## config.mk

```make
export PLATFORM = sky130hd
export DESIGN_NAME = serial_sentinel_idle_watch_flat
export DESIGN_NICKNAME = d
export VERILOG_FILES = /design/src/rtl/ssiw_pkg.sv /design/src/rtl/ssiw_in_if.sv /design/src/rtl/ssiw_out_if.sv /design/src/rtl/ssiw_cell.sv /design/src/rtl/ssiw_window.sv /design/src/rtl/serial_sentinel_idle_watch.sv /design/src/flat_wrapper.sv
export SDC_FILE = /design/constraint.sdc
export NUM_CORES = 1
export LEC_CHECK = 0
export BUFFER_PORTS_ARGS = -buffer_cell sky130_fd_sc_hd__buf_4
export CORE_MARGIN = 8
export CORE_UTILIZATION = 25
export DETAILED_ROUTE_END_ITERATION = 8
export GPL_TIMING_DRIVEN = 1
export PLACE_DENSITY_LB_ADDON = 0.12
export SETUP_SLACK_MARGIN = 0.1
export SLEW_MARGIN = 0
export SYNTH_ARGS = -nofsm -noshare
export SYNTH_HDL_FRONTEND = slang
export SYNTH_SLANG_ARGS = --single-unit
export TNS_END_PERCENT = 100
```

## constraint.sdc

```tcl
create_clock -name clk -period 6.5 [get_ports clk]
set_input_delay 1.625 -clock clk [delete_from_list [all_inputs] [get_ports clk]]
set_output_delay 1.625 -clock clk [all_outputs]
set_load 0.05 [all_outputs]
```

## src/rtl/ssiw_pkg.sv

```systemverilog
package ssiw_pkg;

  localparam int BYTE_W     = 8;
  localparam int PATTERN_W  = 64;
  localparam int LENGTH_W   = 4;
  localparam int TIMEOUT_W  = 32;
  localparam int FUNC_W     = 2;
  localparam int CFG_IDX_W  = 2;
  localparam int CFG_DATA_W = 64;

  localparam int MAX_SENTINEL_DEF = 8;
  localparam int COUNT_WIDTH_DEF  = 32;

  localparam logic [TIMEOUT_W-1:0] TIMEOUT_RESET = 32'd5000;

  localparam logic [FUNC_W-1:0] FUNC_BYTE  = 2'd0;
  localparam logic [FUNC_W-1:0] FUNC_TICK  = 2'd1;
  localparam logic [FUNC_W-1:0] FUNC_START = 2'd2;

  localparam logic [CFG_IDX_W-1:0] REG_PATTERN = 2'd0;
  localparam logic [CFG_IDX_W-1:0] REG_LENGTH  = 2'd1;
  localparam logic [CFG_IDX_W-1:0] REG_TIMEOUT = 2'd2;

  localparam logic REASON_SENTINEL = 1'b0;
  localparam logic REASON_IDLE     = 1'b1;

  typedef struct packed {
    logic shift;
    logic clear;
  } win_ctl_t;

endpackage

```

## src/rtl/ssiw_in_if.sv

```systemverilog
interface ssiw_in_if;
  logic                              valid;
  logic                              ready;
  logic [ssiw_pkg::FUNC_W-1:0]       func;
  logic [ssiw_pkg::BYTE_W-1:0]       data_byte;

  modport source (output valid, output func, output data_byte, input ready);
  modport sink   (input valid, input func, input data_byte, output ready);
endinterface

```

## src/rtl/ssiw_out_if.sv

```systemverilog
interface ssiw_out_if;
  logic                        valid;
  logic                        ready;
  logic                        echo_valid;
  logic [ssiw_pkg::BYTE_W-1:0] echo_byte;
  logic                        monitoring_on;
  logic                        quit_now;
  logic                        quit_reason;

  modport source (output valid, output echo_valid, output echo_byte, output monitoring_on,
                  output quit_now, output quit_reason, input ready);
  modport sink   (input valid, input echo_valid, input echo_byte, input monitoring_on,
                  input quit_now, input quit_reason, output ready);
endinterface

```

## src/rtl/ssiw_cell.sv

```systemverilog
module ssiw_cell #(
  parameter int IDX = 0
) (
  input  logic                              clk,
  input  logic                              shift,
  input  logic [ssiw_pkg::BYTE_W-1:0]       byte_in,
  input  logic [ssiw_pkg::PATTERN_W-1:0]    pattern,
  input  logic [ssiw_pkg::LENGTH_W-1:0]     len_eff,
  input  logic                              match_in,
  output logic [ssiw_pkg::BYTE_W-1:0]       byte_out,
  output logic                              match_out
);

  logic [ssiw_pkg::BYTE_W-1:0]   byte_r;
  logic [ssiw_pkg::LENGTH_W-1:0] want_idx;
  logic [ssiw_pkg::BYTE_W-1:0]   want;
  logic                          in_use;

  // Cell IDX holds the byte received IDX bytes ago; it must equal sentinel
  // byte len-1-IDX once the incoming byte has been shifted in.
  assign in_use   = ssiw_pkg::LENGTH_W'(IDX) < len_eff;
  assign want_idx = len_eff - ssiw_pkg::LENGTH_W'(IDX + 1);
  assign want     = pattern[{want_idx[2:0], 3'b000} +: ssiw_pkg::BYTE_W];

  assign match_out = match_in && (!in_use || (byte_in == want));
  assign byte_out  = byte_r;

  always_ff @(posedge clk) begin
    if (shift) begin
      byte_r <= byte_in;
    end
  end

endmodule

```

## src/rtl/ssiw_window.sv

```systemverilog
module ssiw_window #(
  parameter int MAX_SENTINEL = ssiw_pkg::MAX_SENTINEL_DEF
) (
  input  logic                           clk,
  input  logic                           rst_n,
  input  ssiw_pkg::win_ctl_t             ctl,
  input  logic [ssiw_pkg::BYTE_W-1:0]    byte_in,
  input  logic [ssiw_pkg::PATTERN_W-1:0] pattern,
  input  logic [ssiw_pkg::LENGTH_W-1:0]  len_eff,
  output logic                           hit
);

  localparam int FILL_W = $clog2(MAX_SENTINEL + 1);

  logic [FILL_W-1:0] fill_r;
  logic [FILL_W-1:0] fill_nxt;

  logic [ssiw_pkg::BYTE_W-1:0] chain_byte [MAX_SENTINEL+1];
  logic                        chain_match [MAX_SENTINEL+1];

  assign chain_byte[0]  = byte_in;
  assign chain_match[0] = 1'b1;

  for (genvar i = 0; i < MAX_SENTINEL; i++) begin : g_cell
    ssiw_cell #(.IDX(i)) u_cell (
      .clk       (clk),
      .shift     (ctl.shift),
      .byte_in   (chain_byte[i]),
      .pattern   (pattern),
      .len_eff   (len_eff),
      .match_in  (chain_match[i]),
      .byte_out  (chain_byte[i+1]),
      .match_out (chain_match[i+1])
    );
  end

  always_comb begin
    fill_nxt = fill_r;
    if (ctl.clear) begin
      fill_nxt = '0;
    end else if (ctl.shift && (fill_r < FILL_W'(MAX_SENTINEL))) begin
      fill_nxt = fill_r + 1'b1;
    end
  end

  assign hit = ctl.shift && !ctl.clear && (len_eff != '0) &&
               (ssiw_pkg::LENGTH_W'(fill_nxt) >= len_eff) && chain_match[MAX_SENTINEL];

  always_ff @(posedge clk) begin
    if (!rst_n) begin
      fill_r <= '0;
    end else begin
      fill_r <= fill_nxt;
    end
  end

endmodule

```

## src/rtl/serial_sentinel_idle_watch.sv

```systemverilog
// Serial sentinel and idle watch. Each input transaction (a received byte, a
// tick, or a start) yields exactly one result transaction in the next cycle,
// and a new transaction is accepted every cycle unless the result register is
// full and the sink holds ready low. The sentinel window is a row of byte
// cells that shift on every monitored byte while no quit is pending; each
// cell compares its incoming byte with its sentinel byte and passes the
// running match to the next cell. The idle counter is COUNT_WIDTH bits wide
// and saturates. Configuration writes must be made while no transaction is
// outstanding; writing the sentinel pattern or length empties the window.
module serial_sentinel_idle_watch #(
  parameter int MAX_SENTINEL = ssiw_pkg::MAX_SENTINEL_DEF,
  parameter int COUNT_WIDTH  = ssiw_pkg::COUNT_WIDTH_DEF
) (
  input  logic                            clk,
  input  logic                            rst_n,
  ssiw_in_if.sink                         in_ch,
  ssiw_out_if.source                      out_ch,
  input  logic                            cfg_we,
  input  logic [ssiw_pkg::CFG_IDX_W-1:0]  cfg_index,
  input  logic [ssiw_pkg::CFG_DATA_W-1:0] cfg_data
);

  localparam int CMP_W = (COUNT_WIDTH > ssiw_pkg::TIMEOUT_W) ? COUNT_WIDTH
                                                              : ssiw_pkg::TIMEOUT_W;

  logic [ssiw_pkg::PATTERN_W-1:0] pattern_r;
  logic [ssiw_pkg::LENGTH_W-1:0]  length_r;
  logic [ssiw_pkg::TIMEOUT_W-1:0] timeout_r;
  logic [ssiw_pkg::LENGTH_W-1:0]  len_eff;

  logic [COUNT_WIDTH-1:0] count_r, count_nxt, count_inc;
  logic                   started_r, started_nxt;
  logic                   mon_r, mon_nxt;
  logic                   pend_r, pend_nxt;
  logic                   reason_r, reason_nxt;

  logic                          out_valid_r;
  logic                          echo_valid_r, echo_valid_nxt;
  logic [ssiw_pkg::BYTE_W-1:0]   echo_byte_r, echo_byte_nxt;
  logic                          quit_now_r, quit_now_nxt;
  logic                          quit_reason_r, quit_reason_nxt;

  logic               accept;
  logic               timeout_hit;
  logic               win_hit;
  ssiw_pkg::win_ctl_t win_ctl;

  assign in_ch.ready = !out_valid_r || out_ch.ready;
  assign accept      = in_ch.valid && in_ch.ready;

  assign len_eff = (length_r > ssiw_pkg::LENGTH_W'(MAX_SENTINEL))
                   ? ssiw_pkg::LENGTH_W'(MAX_SENTINEL) : length_r;

  assign count_inc   = (started_r && (count_r != '1)) ? count_r + 1'b1 : count_r;
  assign timeout_hit = CMP_W'(count_inc) >= CMP_W'(timeout_r);

  assign win_ctl.clear = cfg_we && ((cfg_index == ssiw_pkg::REG_PATTERN) ||
                                    (cfg_index == ssiw_pkg::REG_LENGTH));
  assign win_ctl.shift = accept && (in_ch.func == ssiw_pkg::FUNC_BYTE) &&
                         mon_r && !pend_r && (len_eff != '0);

  ssiw_window #(.MAX_SENTINEL(MAX_SENTINEL)) u_window (
    .clk     (clk),
    .rst_n   (rst_n),
    .ctl     (win_ctl),
    .byte_in (in_ch.data_byte),
    .pattern (pattern_r),
    .len_eff (len_eff),
    .hit     (win_hit)
  );

  always_comb begin
    count_nxt       = count_r;
    started_nxt     = started_r;
    mon_nxt         = mon_r;
    pend_nxt        = pend_r;
    reason_nxt      = reason_r;
    echo_valid_nxt  = 1'b0;
    echo_byte_nxt   = '0;
    quit_now_nxt    = 1'b0;
    quit_reason_nxt = 1'b0;
    unique case (in_ch.func)
      ssiw_pkg::FUNC_BYTE: begin
        echo_valid_nxt = 1'b1;
        echo_byte_nxt  = in_ch.data_byte;
        if (mon_r && !pend_r) begin
          count_nxt = '0;
          if (win_hit) begin
            pend_nxt   = 1'b1;
            reason_nxt = ssiw_pkg::REASON_SENTINEL;
          end
        end
      end
      ssiw_pkg::FUNC_TICK: begin
        count_nxt = count_inc;
        if (mon_r) begin
          if (!pend_r && started_r && timeout_hit) begin
            pend_nxt   = 1'b1;
            reason_nxt = ssiw_pkg::REASON_IDLE;
          end
          if (pend_nxt) begin
            mon_nxt         = 1'b0;
            quit_now_nxt    = 1'b1;
            quit_reason_nxt = reason_nxt;
          end
        end
      end
      ssiw_pkg::FUNC_START: begin
        mon_nxt     = 1'b1;
        pend_nxt    = 1'b0;
        count_nxt   = '0;
        started_nxt = 1'b1;
      end
      default: begin
      end
    endcase
  end

  always_ff @(posedge clk) begin
    if (!rst_n) begin
      pattern_r <= '0;
      length_r  <= '0;
      timeout_r <= ssiw_pkg::TIMEOUT_RESET;
    end else if (cfg_we) begin
      unique case (cfg_index)
        ssiw_pkg::REG_PATTERN: pattern_r <= cfg_data;
        ssiw_pkg::REG_LENGTH:  length_r  <= cfg_data[ssiw_pkg::LENGTH_W-1:0];
        ssiw_pkg::REG_TIMEOUT: timeout_r <= cfg_data[ssiw_pkg::TIMEOUT_W-1:0];
        default: begin
        end
      endcase
    end
  end

  always_ff @(posedge clk) begin
    if (!rst_n) begin
      count_r     <= '0;
      started_r   <= 1'b0;
      mon_r       <= 1'b0;
      pend_r      <= 1'b0;
      reason_r    <= 1'b0;
      out_valid_r <= 1'b0;
    end else begin
      if (accept) begin
        count_r   <= count_nxt;
        started_r <= started_nxt;
        mon_r     <= mon_nxt;
        pend_r    <= pend_nxt;
        reason_r  <= reason_nxt;
      end
      if (accept) begin
        out_valid_r <= 1'b1;
      end else if (out_ch.ready) begin
        out_valid_r <= 1'b0;
      end
    end
  end

  always_ff @(posedge clk) begin
    if (accept) begin
      echo_valid_r  <= echo_valid_nxt;
      echo_byte_r   <= echo_byte_nxt;
      quit_now_r    <= quit_now_nxt;
      quit_reason_r <= quit_reason_nxt;
    end
  end

  assign out_ch.valid         = out_valid_r;
  assign out_ch.echo_valid    = echo_valid_r;
  assign out_ch.echo_byte     = echo_byte_r;
  assign out_ch.monitoring_on = mon_r;
  assign out_ch.quit_now      = quit_now_r;
  assign out_ch.quit_reason   = quit_reason_r;

endmodule
```

## src/flat_wrapper.sv

```systemverilog
// flat-port wrapper written by rule: the top's interface ports become plain ports
module serial_sentinel_idle_watch_flat 
#(
  parameter int MAX_SENTINEL = ssiw_pkg::MAX_SENTINEL_DEF,
  parameter int COUNT_WIDTH  = ssiw_pkg::COUNT_WIDTH_DEF
)
  (clk, rst_n, cfg_we, cfg_index, cfg_data, in_ch_valid, in_ch_func, in_ch_data_byte, in_ch_ready, out_ch_valid, out_ch_echo_valid, out_ch_echo_byte, out_ch_monitoring_on, out_ch_quit_now, out_ch_quit_reason, out_ch_ready);
  ssiw_in_if in_ch_i ();
  ssiw_out_if out_ch_i ();
  input  logic clk;
  input  logic rst_n;
  input  logic cfg_we;
  input  logic [ssiw_pkg::CFG_IDX_W-1:0] cfg_index;
  input  logic [ssiw_pkg::CFG_DATA_W-1:0] cfg_data;
  input wire logic [$bits(in_ch_i.valid)-1:0] in_ch_valid;
  input wire logic [$bits(in_ch_i.func)-1:0] in_ch_func;
  input wire logic [$bits(in_ch_i.data_byte)-1:0] in_ch_data_byte;
  output wire logic [$bits(in_ch_i.ready)-1:0] in_ch_ready;
  output wire logic [$bits(out_ch_i.valid)-1:0] out_ch_valid;
  output wire logic [$bits(out_ch_i.echo_valid)-1:0] out_ch_echo_valid;
  output wire logic [$bits(out_ch_i.echo_byte)-1:0] out_ch_echo_byte;
  output wire logic [$bits(out_ch_i.monitoring_on)-1:0] out_ch_monitoring_on;
  output wire logic [$bits(out_ch_i.quit_now)-1:0] out_ch_quit_now;
  output wire logic [$bits(out_ch_i.quit_reason)-1:0] out_ch_quit_reason;
  input wire logic [$bits(out_ch_i.ready)-1:0] out_ch_ready;
  assign in_ch_i.valid = in_ch_valid;
  assign in_ch_i.func = in_ch_func;
  assign in_ch_i.data_byte = in_ch_data_byte;
  assign in_ch_ready = in_ch_i.ready;
  assign out_ch_valid = out_ch_i.valid;
  assign out_ch_echo_valid = out_ch_i.echo_valid;
  assign out_ch_echo_byte = out_ch_i.echo_byte;
  assign out_ch_monitoring_on = out_ch_i.monitoring_on;
  assign out_ch_quit_now = out_ch_i.quit_now;
  assign out_ch_quit_reason = out_ch_i.quit_reason;
  assign out_ch_i.ready = out_ch_ready;
  serial_sentinel_idle_watch #(.MAX_SENTINEL(MAX_SENTINEL), .COUNT_WIDTH(COUNT_WIDTH)) u_core (.clk(clk), .rst_n(rst_n), .in_ch(in_ch_i), .out_ch(out_ch_i), .cfg_we(cfg_we), .cfg_index(cfg_index), .cfg_data(cfg_data));
endmodule
```

-- Word-level counts from Yosys, hierarchy flattened
Cells that the tools add are included.
- equal/unequal tests: 16
- $lt $le $gt $ge: 12
- reductions and logical operators: 60
- shift-type cells: 8
- multiplexer cells: 25
- add/sub/neg operators: 10
- operator list (kind ; count):
    variable part select 64 x 7 -> 8 bit ; 8
    case mux 32 bit (3 select lines) ; 1
    equality test 8 bit ; 8
    2-to-1 mux 32 bit ; 2
    adder 32 x 1 -> 32 bit, second input constant ; 1
    greater-or-equal comparator 32 bit ; 1
    inequality test 32 bit, second input constant ; 1
    logical AND 1 bit ; 22
    < comparator 3 x 4 -> 1 bit, first input constant ; 4
    2-to-1 mux 1 bit ; 16
    2-to-1 mux 4 bit ; 3
    AND reduction 2 bit ; 6
    subtractor 3 bit, second input constant ; 4
    logical NOT 1 bit ; 11
    logical OR 1 bit ; 10
    AND reduction 5 bit ; 2
    < comparator 1 x 4 -> 1 bit, first input constant ; 2
    < comparator 2 x 4 -> 1 bit, first input constant ; 2
    AND reduction 3 bit ; 2
    nonzero test 2 bit ; 3
    subtractor 3 x 1 -> 3 bit, second input constant ; 2
    subtractor 3 x 2 -> 3 bit, second input constant ; 2
    adder 4 x 1 -> 4 bit, second input constant ; 1
    equality test 2 x 1 -> 1 bit, second input constant ; 2
    other kinds (11) ; 15
- bits in registers: 208
- output and inout bits: 14
- bits of input ports: 81
- word-level logic and storage cells: 152

-- Depth between registers and ports, before layout
Gate-level depths: netlist of the first run.
- depth in word-level cells: 17
- mapped depth: 22
- depth with buffers taken out: 19

-- By module
Synthesis of the first run repeated with hierarchy kept, for this count alone.
- cell total of the unflattened synthesis: 1518
- area total of the unflattened synthesis: 15178.3 um^2
- by module, submodules not included (module ; times used ; cells an instance ; sequential area each (um^2) ; area an instance (um^2)):
    serial_sentinel_idle_watch ; 1 ; 955 ; 3072.9 ; 7558.5
    ssiw_cell (u_core.u_window.g_cell[1].u_cell) ; 1 ; 87 ; 240.2 ; 963.4
    ssiw_cell (u_core.u_window.g_cell[6].u_cell) ; 1 ; 57 ; 240.2 ; 943.4
    ssiw_cell (u_core.u_window.g_cell[4].u_cell) ; 1 ; 62 ; 240.2 ; 940.9
    ssiw_cell (u_core.u_window.g_cell[0].u_cell) ; 1 ; 58 ; 240.2 ; 918.4
    ssiw_cell (u_core.u_window.g_cell[2].u_cell) ; 1 ; 57 ; 240.2 ; 912.1
    ssiw_cell (u_core.u_window.g_cell[3].u_cell) ; 1 ; 74 ; 240.2 ; 900.9
    ssiw_cell (u_core.u_window.g_cell[5].u_cell) ; 1 ; 66 ; 240.2 ; 884.6
    ssiw_cell (u_core.u_window.g_cell[7].u_cell) ; 1 ; 67 ; 240.2 ; 857.1
    ssiw_window ; 1 ; 35 ; 80.1 ; 299.0

-- Worst setup path after synthesis of the first run
OpenSTA, ideal clock, no wires.
- path type: input-to-reg
- from: input out_ch_ready
- to: register u_core.reason_r
- buffers on the path: 0
- library setup time: 0.059 ns
- path slack: 1.473 ns
- cell stages on the path: 11
- arrival time: 4.968 ns
- required time: 6.441 ns
- cell sequence: nand2b_1 nand4_1 inv_1 a41oi_1 nor2_1 ha_1 a31oi_1 nor4bb_1 nor4b_1 and4_1 o211a_1
- cells in the longest elaborated chain, start to end: 14
- elaborated cells between the ends (all ways): 16
- classes of those cells: order compare: 1; eq/ne: 1; mux: 2; reduce/logical: 12
- ends and longest elaborated chain (element ; line ; source):
    start, declared ; flat_wrapper.sv:25 ; input wire logic [$bits(out_ch_i.ready)-1:0] out_ch_ready;
    logical OR 1 bit ; serial_sentinel_idle_watch.sv:48 ; assign in_ch.ready = !out_valid_r || out_ch.ready;
    logical AND 1 bit ; serial_sentinel_idle_watch.sv:49 ; assign accept = in_ch.valid && in_ch.ready;
    logical AND 1 bit (2 in a row) ; serial_sentinel_idle_watch.sv:59 ; assign win_ctl.shift = accept && (in_ch.func == ssiw_pkg::FUNC_BYTE) &&
    logical AND 1 bit (2 in a row) ; serial_sentinel_idle_watch.sv:60 ; mon_r && !pend_r && (len_eff != '0);
    logical AND 1 bit ; ssiw_window.sv:41 ; end else if (ctl.shift && (fill_r < FILL_W'(MAX_SENTINEL))) begin
    2-to-1 mux 4 bit ; ssiw_window.sv:41 ;
    2-to-1 mux 4 bit ; ssiw_window.sv:39 ; if (ctl.clear) begin
    net u_core.u_window.fill_nxt[3] ; ssiw_window.sv:16 ; logic [FILL_W-1:0] fill_nxt;
    greater-or-equal comparator 4 bit ; ssiw_window.sv:47 ; (ssiw_pkg::LENGTH_W'(fill_nxt) >= len_eff) && chain_match[MAX_SENTINEL];
    logical AND 1 bit ; ssiw_window.sv:46 ; assign hit = ctl.shift && !ctl.clear && (len_eff != '0) &&
    logical AND 1 bit ; ssiw_window.sv:47 ;
    inequality test 2 bit (no source line) ; - ;
    AND reduction 5 bit (no source line) ; - ;
    end signal, assigned ; serial_sentinel_idle_watch.sv:149 ; reason_r <= reason_nxt;
    end, declared ; serial_sentinel_idle_watch.sv:35 ; logic reason_r, reason_nxt;
The timed path passes the listed nets, and every way through them passes these cells.
A chain may end at the register's enable or synchronous reset.

-- Worst setup path in the final report of the first run
- from: register u_core.count_r[9]
- to: register u_core.reason_r
- cells in the longest elaborated chain, start to end: 8
- elaborated cells between the ends (all ways): 9
- classes of those cells: add/sub: 1; order compare: 1; eq/ne: 1; mux: 4; reduce/logical: 2
- ends and longest elaborated chain (element ; line ; source):
    start, declared ; serial_sentinel_idle_watch.sv:31 ; logic [COUNT_WIDTH-1:0] count_r, count_nxt, count_inc;
    start signal, assigned ; serial_sentinel_idle_watch.sv:145 ; count_r <= count_nxt;
    branches (longest 2 deep; another with adder 32 x 1 -> 32 bit) ; - ;
    2-to-1 mux 32 bit (*) ; serial_sentinel_idle_watch.sv:54 ; assign count_inc = (started_r && (count_r != '1)) ? count_r + 1'b1 : count_r;
    greater-or-equal comparator 32 bit (*) ; serial_sentinel_idle_watch.sv:55 ; assign timeout_hit = CMP_W'(count_inc) >= CMP_W'(timeout_r);
    logical AND 1 bit (*) ; serial_sentinel_idle_watch.sv:97 ; if (!pend_r && started_r && timeout_hit) begin
    2-to-1 mux 1 bit (*) ; serial_sentinel_idle_watch.sv:97 ;
    2-to-1 mux 1 bit (*) ; serial_sentinel_idle_watch.sv:96 ; if (mon_r) begin
    case mux 1 bit (2 select lines) (*) ; serial_sentinel_idle_watch.sv:82 ; unique case (in_ch.func)
Every way passes the cells marked *. The select of a mux whose other input is x is not followed.

==> flow_summary.ini, run 1 <==
[run_status]
outcome = complete, no violations

[routing]
dr.max_layer_used = met4
vias = 13200
vias_per_cell = 5.29
drtPass1Iterations = 6
wire_per_inst_um = 24.5
drc_errors = 0
wl_met1_mm = 26.2
wl_mm = 61.0
wl_met2_mm = 28.4
dr_wl_met3_mm = 4.10
ant_nets = 0
drtIter0Drc = 1138

[grt]
grt.total_usage_pct = 17.5
gr-total-overflow = 0
antenna_found_initial = 1
grt_pass1_wl_mm = 89.7
grt_max_degree = 83
grt_pass1_vias = 13000

[yosys]
synth_xor_area_share_pct = 6.69
yosysUniqueCellTypes = 94
synth_top_family_by_area = simple AND/OR/NAND/NOR gates
synth_area_mm2 = 0.0150
yosys-top-cells-area = dfxtp_1 19%, edfxtp_1 13%, mux4_2 6.9%, nand2_1 6.7%, a21boi_0 5.4%
yosysTopAreaCellShare_pct = 18.8
syn_nets = 1796
synth-async-reset-ratio_pct = 0
synthSimpleGateAreaFrac_pct = 19.9
synthMuxAreaShare_pct = 13.4
synth_fa_ha_area_share_pct = 3.42
synth_top_cell_by_area = dfxtp_1
ys.flop_type = dfxtp_1
ys_seq_area_share_pct = 32.2
syn_avg_cell_area_um2 = 8.97
synth_edf_count = 67
yosys_warnings = 0
synthCells = 1674
synth_seq_cells = 208
synth_compound_area_share_pct = 18.5

[cts]
cts_buffers = 27
clkTransAtPathRegs_ps = 60
cts_root_buf = clkbuf_16
cts_tree = done
ctsResizeCount = 0
cts_buffer_depth = 3
clock_latency_ps = 560
h-tree-depth = 1
holdBufCountCts = 0
cts.sinks = 208
cts_setup_buffers = 0

[final_layout]
area_delta_synth_final_pct = 14.8
area.sequential_mm2 = 0.00484
final_layout_size_suffix_gt1_share_pct = 15.9
n_antenna_cell = 0
fill_cells = 6447
layout.nets = 1812
multi_input_area_mm2 = 0.00930

[setup_path]
ff2ff_path_depth = 18
crit_fanout = 7
worst_path_largest_cell_delay_ps = 650
criticalPathCategory = reg -> reg
start_kind = flip-flop
path_common_cell = a21o_1
crit_buf_inv = 0
cp_top_family = simple AND/OR/NAND/NOR gates
critical_path_depth = 18
path_cells = and4_1 -> nand4_1 -> nor4_1 -> nand3_1 -> nor3_1 -> nand3_1 -> xnor2_1 -> ha_1 -> a21o_1 -> a21o_1 -> a21o_1 -> a21o_1 -> a211oi_1 -> o21ai_0 -> a31oi_1 -> nor3_1 -> a31o_2 -> o211a_1
worstPathRequired_ps = 6930
endpoint_kind = flip-flop
slowest_stage = nor4_1
worstPathArrival_ps = 5510

[die]
start_util_pct = 25.1
core_area_mm2 = 0.0599
ios = 95
die_x_um = 261
fp.dieH_um = 261
die_area_mm2 = 0.0681
std_cell_rows = 90

[timing]
worstMarginPinSlew_ps = 1120
timing.final.hold_violations = 0
final.setup.tns_ps = 0
drv_slew = 0
whs_ps = 463
fmax_mhz = 197
finalClockSkew_ps = 25.7
min_period_over_period_pct = 78.1
setup_viol = 0
rsz0062_at_grt = no
timing.final.crit_period_ps = 5070
slew-limit-headroom_pct = 25.1

[hold_path]
min_path_cells = 2
hold_path.class = reg -> reg

[place]
port_buffers = 94
gp_congestion = 0.898
dp_hpwl_mm = 45.0

[flow_run]
max-cap-violations = 0

[power]
peakVddDrop_uv = 152
power_density_mw_per_mm2 = 202
leakagePower_uw = 0.00602
==> report_power, final <==
part	total [uW]	switching [uW]	internal, uW
Sequential	1420	59.0	1360
Combinational	493	294	199
Clock	1570	612	961
==> registers in the layout, indices dropped and copies added, names as in the netlist <==
register                                cells
u_core.out_ch.quit_reason                   1
u_core.started_r                            1
u_core.u_window.g_cell.u_cell.byte_out     56
u_core.out_ch.valid                         1
u_core.out_ch.quit_now                      1
u_core.out_ch.echo_valid                    1
u_core.timeout_r                           32
u_core.out_ch.echo_byte                     8
u_core.pattern_r                           64
u_core.count_r                             32
u_core.u_window.fill_r                      4
u_core.length_r                             4
u_core.out_ch.monitoring_on                 1
u_core.pend_r                               1
u_core.reason_r                             1
==> stage by stage <==
step	power [uW]	instances	setup slack, ps	area [um^2]	util [%]
after global placement	1940	2443	1610	16300	27.2
after floorplan	1730	1674	1470	15000	-
final	3490	2492	1430	17200	28.8
after CTS	3540	2492	1440	17200	28.8
after global routing	3630	2492	1050	17200	28.8
after detailed placement	1940	2443	1490	16300	27.2
==> path summary, 6_finish.rpt <==
check | from | to | slack (ps)
worst max register to register | u_core.count_r[9]$_SDFFE_PN0P_ | u_core.reason_r$_SDFFE_PN0P_ | 1430
worst max-delay path | u_core.count_r[9]$_SDFFE_PN0P_ | u_core.reason_r$_SDFFE_PN0P_ | 1430
worst min register to register | u_core.timeout_r[1]$_SDFFE_PN0P_ | u_core.timeout_r[1]$_SDFFE_PN0P_ | 460
worst min-delay path | u_core.timeout_r[1]$_SDFFE_PN0P_ | u_core.timeout_r[1]$_SDFFE_PN0P_ | 460
==> synth_stat cells (20+ instances only) <==
| cell | count |
|---|---|
| and2_1 | 20 |
| mux2i_1 | 75 |
| nor2_1 | 48 |
| a21boi_0 | 108 |
| edfxtp_1 | 67 |
| mux4_2 | 46 |
| nor3_1 | 45 |
| nand2_1 | 269 |
| a211oi_1 | 29 |
| a21oi_1 | 61 |
| xor2_1 | 44 |
| and3b_1 | 25 |
| nand4_1 | 25 |
| clkbuf_1 | 87 |
| nand3_1 | 45 |
| xnor2_1 | 65 |
| dfxtp_1 | 141 |
| ha_1 | 41 |
| inv_1 | 53 |
| nor2b_1 | 29 |
| o21ai_0 | 36 |
| buf_2 | 23 |
==> cells in the final DEF, fill, tap and decap left out, types with 35 or more instances in the layout <==
cell type | netlist | routed
nor3_1 | 45 | 45
edfxtp_1 | 67 | 67
nand2_1 | 269 | 269
xor2_1 | 44 | 44
a21oi_1 | 61 | 61
nor2_1 | 48 | 48
mux2i_1 | 75 | 75
ha_1 | 41 | 41
a21boi_0 | 108 | 108
nand3_1 | 45 | 45
buf_4 | 5 | 130
dfxtp_1 | 141 | 137
inv_1 | 53 | 52
xnor2_1 | 65 | 65
o21ai_0 | 36 | 35
mux4_2 | 46 | 46
==> cell families (layout without fill, tap and decap cells) <==
group / after synthesis / count (layout)
AO/OA/AOI/OAI: 382 / 382
XOR/XNOR: 112 / 112
adder cells (fa/ha/maj): 41 / 41
buffers and inverters: 200 / 236
flip-flops: 208 / 208
multiplexers: 139 / 139
AND/OR/NAND/NOR: 592 / 592
==> cell type report <==
type	count	share of cell area, %
timing repair buffer	130	5.66
tap	782	5.68
clock buffer	39	4.60
multi-input combinational	1266	54.0
sequential	208	28.1
inverter	57	1.27
clock inverter	10	0.741
==> worst reg2reg max path, delay by kind of cell (launching register included) <==
| family | cells | cell delay, ps |
|---|---|---|
| compound gates | 9 | 1880 |
| simple gates | 7 | 2180 |
| xor+xnor | 1 | 170 |
| fa+ha+maj | 1 | 300 |
| flops | 1 | 450 |
==> metal layers <==
layer / up-vias / GRT usage, %
li1: 6131 / -
met1: 6476 / 22.8
met2: 466 / 29.0
met3: 98 / 3.28
met4: 0 / 5.95
met5: - / 0
Power figures use the tool's default switching activity.
==> run 2, diff against run 1 <==
--- a/config.mk
+++ b/config.mk
@@ -5,6 +5,7 @@
 export SDC_FILE = /design/constraint.sdc
 export NUM_CORES = 1
 export LEC_CHECK = 0
+export ABC_AREA = 1
 export BUFFER_PORTS_ARGS = -buffer_cell sky130_fd_sc_hd__buf_4
 export CORE_MARGIN = 8
 export CORE_UTILIZATION = 25
==> constraint.sdc (replaced) <==
create_clock -name clk -period 4.7 [get_ports clk]
set_input_delay 1.175 -clock clk [delete_from_list [all_inputs] [get_ports clk]]
set_output_delay 1.175 -clock clk [all_outputs]
set_load 0.05 [all_outputs]
==> run 2 against run 1 <==
  * Clock skew fell by 12 ps
  * Worst hold slack got worse by 3.5 ps
  * Critical path depth rose by 7
  * First-iteration DRC count down 7.9%
  * Power up 41%
  * Global-route usage fell by 0.65 points
  * Setup slack worse by 850 ps
  * Routed wire length fell by 14%
  * Sequential share of layout area increased by 3.3 points
  * Core utilization up 0.67 points
  * Combinational power rose by 81%
  * Largest power group unchanged
==> flow_summary.ini, run 2 <==
[setup_path]
criticalPathCategory = reg -> reg
slowest_stage = nor2_1
endpoint_kind = flip-flop
worstReg2RegStart = u_core.count_r[0]$_SDFFE_PN0P_
worstPathArrival_ps = 4580
critPathLaunch = u_core.count_r[0]$_SDFFE_PN0P_
start_kind = flip-flop
crit_fanout = 7
worstPathRequired_ps = 5160
worst_path_largest_cell_delay_ps = 380
path_common_cell = nand2_1

[cts]
clkTransAtPathRegs_ps = 60
ctsResizeCount = 0
cts_buffer_depth = 3
cts_buffers = 27
h-tree-depth = 1
cts.sinks = 208
holdBufCountCts = 0
cts_tree = done
cts_setup_buffers = 0
cts_root_buf = clkbuf_16
clock_latency_ps = 580

[yosys]
yosys_warnings = 0
synthMuxAreaShare_pct = 0
syn_avg_cell_area_um2 = 6.65
syn_nets = 2104
ys_top_cells_by_count = 602 x nand2_1, 305 x nand3_1, 218 x inv_1
yosysTopAreaCellShare_pct = 21.4
ys_seq_area_share_pct = 36.7
synth_top_cell_by_area = dfxtp_1
yosysMostFrequentCell = nand2_1
synth_fa_ha_area_share_pct = 3.89
synth-async-reset-ratio_pct = 0
synthCells = 1982
yosys-top-cells-area = dfxtp_1 21%, nand2_1 17%, edfxtp_1 15%, nand3_1 12%, inv_1 6.2%
synthSimpleGateAreaFrac_pct = 35.7
synth_compound_area_share_pct = 11.5
ys.flop_type = dfxtp_1
synth_top_family_by_area = simple AND/OR/NAND/NOR gates
synth_area_mm2 = 0.0132
synth_xor_area_share_pct = 2.40
synth_edf_count = 67
synth_seq_cells = 208
yosysUniqueCellTypes = 36

[routing]
wire_per_inst_um = 19.1
vias_per_cell = 4.80
drtIter0Drc = 1048
drtPass1Iterations = 6
wl_mm = 52.4
vias = 13200
ant_nets = 0
drc_errors = 0

[power]
peakVddDrop_uv = 245
power_density_mw_per_mm2 = 320
leakagePower_uw = 0.00685

[grt]
grt_pass1_vias = 13000
gr-total-overflow = 0
antenna_found_initial = 1
grt_max_degree = 77
grt.total_usage_pct = 16.9
grt_pass1_wl_mm = 78.5

[final_layout]
largest_reg_flops = 64
top_register = u_core.pattern_r
layout.nets = 2164
final_cell_mix = 602 x nand2_1, 305 x nand3_1, 217 x inv_1
area_delta_synth_final_pct = 16.9
final_layout_size_suffix_gt1_share_pct = 8.83
final_common_cell = nand2_1
fill_cells = 5792
n_antenna_cell = 0

[die]
std_cell_rows = 84
core_area_mm2 = 0.0523
fp.dieH_um = 246
die_area_mm2 = 0.0603
die_x_um = 246
start_util_pct = 25.2
ios = 95

[timing]
fmax_mhz = 243
whs_ps = 460
drv_slew = 0
slew-limit-headroom_pct = 40.4
timing.final.crit_period_ps = 4120
finalClockSkew_ps = 13.9
setup_viol = 0
rsz0062_at_grt = no
min_period_over_period_pct = 87.7
worstMarginPinSlew_ps = 891
timing.final.hold_violations = 0
final.setup.tns_ps = 0

[run_status]
outcome = complete, no violations

[place]
gp_congestion = 0.867
port_buffers = 94
dp_hpwl_mm = 39.5

[hold_path]
min_from = u_core.timeout_r[13]$_SDFFE_PN0P_
hold_path.class = reg -> reg

[flow_run]
max-cap-violations = 0
-- run 2: changes by cell type in the layout (fill, tap and decap cells not counted), moves of 75 or more --
cell	change
inv_1	+165
a21boi_0	-108
nand2_1	+333
nand3_1	+260
o21ai_0	+97
mux2i_1	-75
a21oi_1	+84
-- run 2: cell families (layout without fill, tap and decap cells) --
family | Yosys count | after routing
buf+inv | 316 | 394
flops | 208 | 208
compound gates | 296 | 296
fa+ha+maj | 41 | 41
xor+xnor | 34 | 34
simple gates | 1087 | 1087
-- run 2: final cells by class --
class / instances / area [um^2] / share of cell area (%)
inverters: 223 / 838 / 5.44
well taps: 688 / 861 / 5.59
repair buffers: 124 / 931 / 6.04
flip-flops and latches: 208 / 4830 / 31.4
multi-input cells: 1458 / 7060 / 45.8
clock buffers: 39 / 826 / 5.36
clock inverters: 8 / 60.1 / 0.390
-- run 2: final timing paths --
kind,endpoint,slack [ps],depth (start not counted)
worst min-delay path,u_core.timeout_r[13]$_SDFFE_PN0P_,460,2
worst max-delay path,u_core.pend_r$_SDFFE_PN0P_,580,25
worst max register to register,u_core.pend_r$_SDFFE_PN0P_,580,25
worst min register to register,u_core.timeout_r[13]$_SDFFE_PN0P_,460,2
-- run 2: worst max-delay path: cells and delay by family, from the launching register on --
family / cells / cell delay, ps
AOI/OAI and AO/OA: 5 / 690
buffers and inverters: 1 / 40
DFF: 1 / 360
xor gates and xnor gates: 1 / 220
adders and majority gates: 2 / 520
and+or+nand+nor: 16 / 2180
-- run 2: where the power goes --
group          leakage, uW  total [uW]  switching, uW  internal (uW)
clock network     0.000438        2100            882           1220
logic              0.00465         892            617            275
registers          0.00176        1940           35.6           1900
total              0.00685        4930           1530           3400
-- run 2: metrics by stage --
step | area, um^2 | setup WS [ps] | utilization (%) | total power (uW) | instances
after floorplan | 13200 | 235 | - | 2540 | 1982
after global placement | 14500 | 564 | 27.7 | 2860 | 2701
after detailed placement | 14500 | 550 | 27.7 | 2870 | 2701
after CTS | 15400 | 520 | 29.4 | 5010 | 2748
after global routing | 15400 | 135 | 29.4 | 5170 | 2748
final | 15400 | 578 | 29.4 | 4930 | 2748
-- run 2: per-layer routing --
layer	wire, um	up-vias	GRT usage, %
li1	-	6637	-
met1	23100	6166	21.1
met2	24900	306	29.2
met3	2140	93	2.01
met4	2330	0	6.72
met5	0	-	0
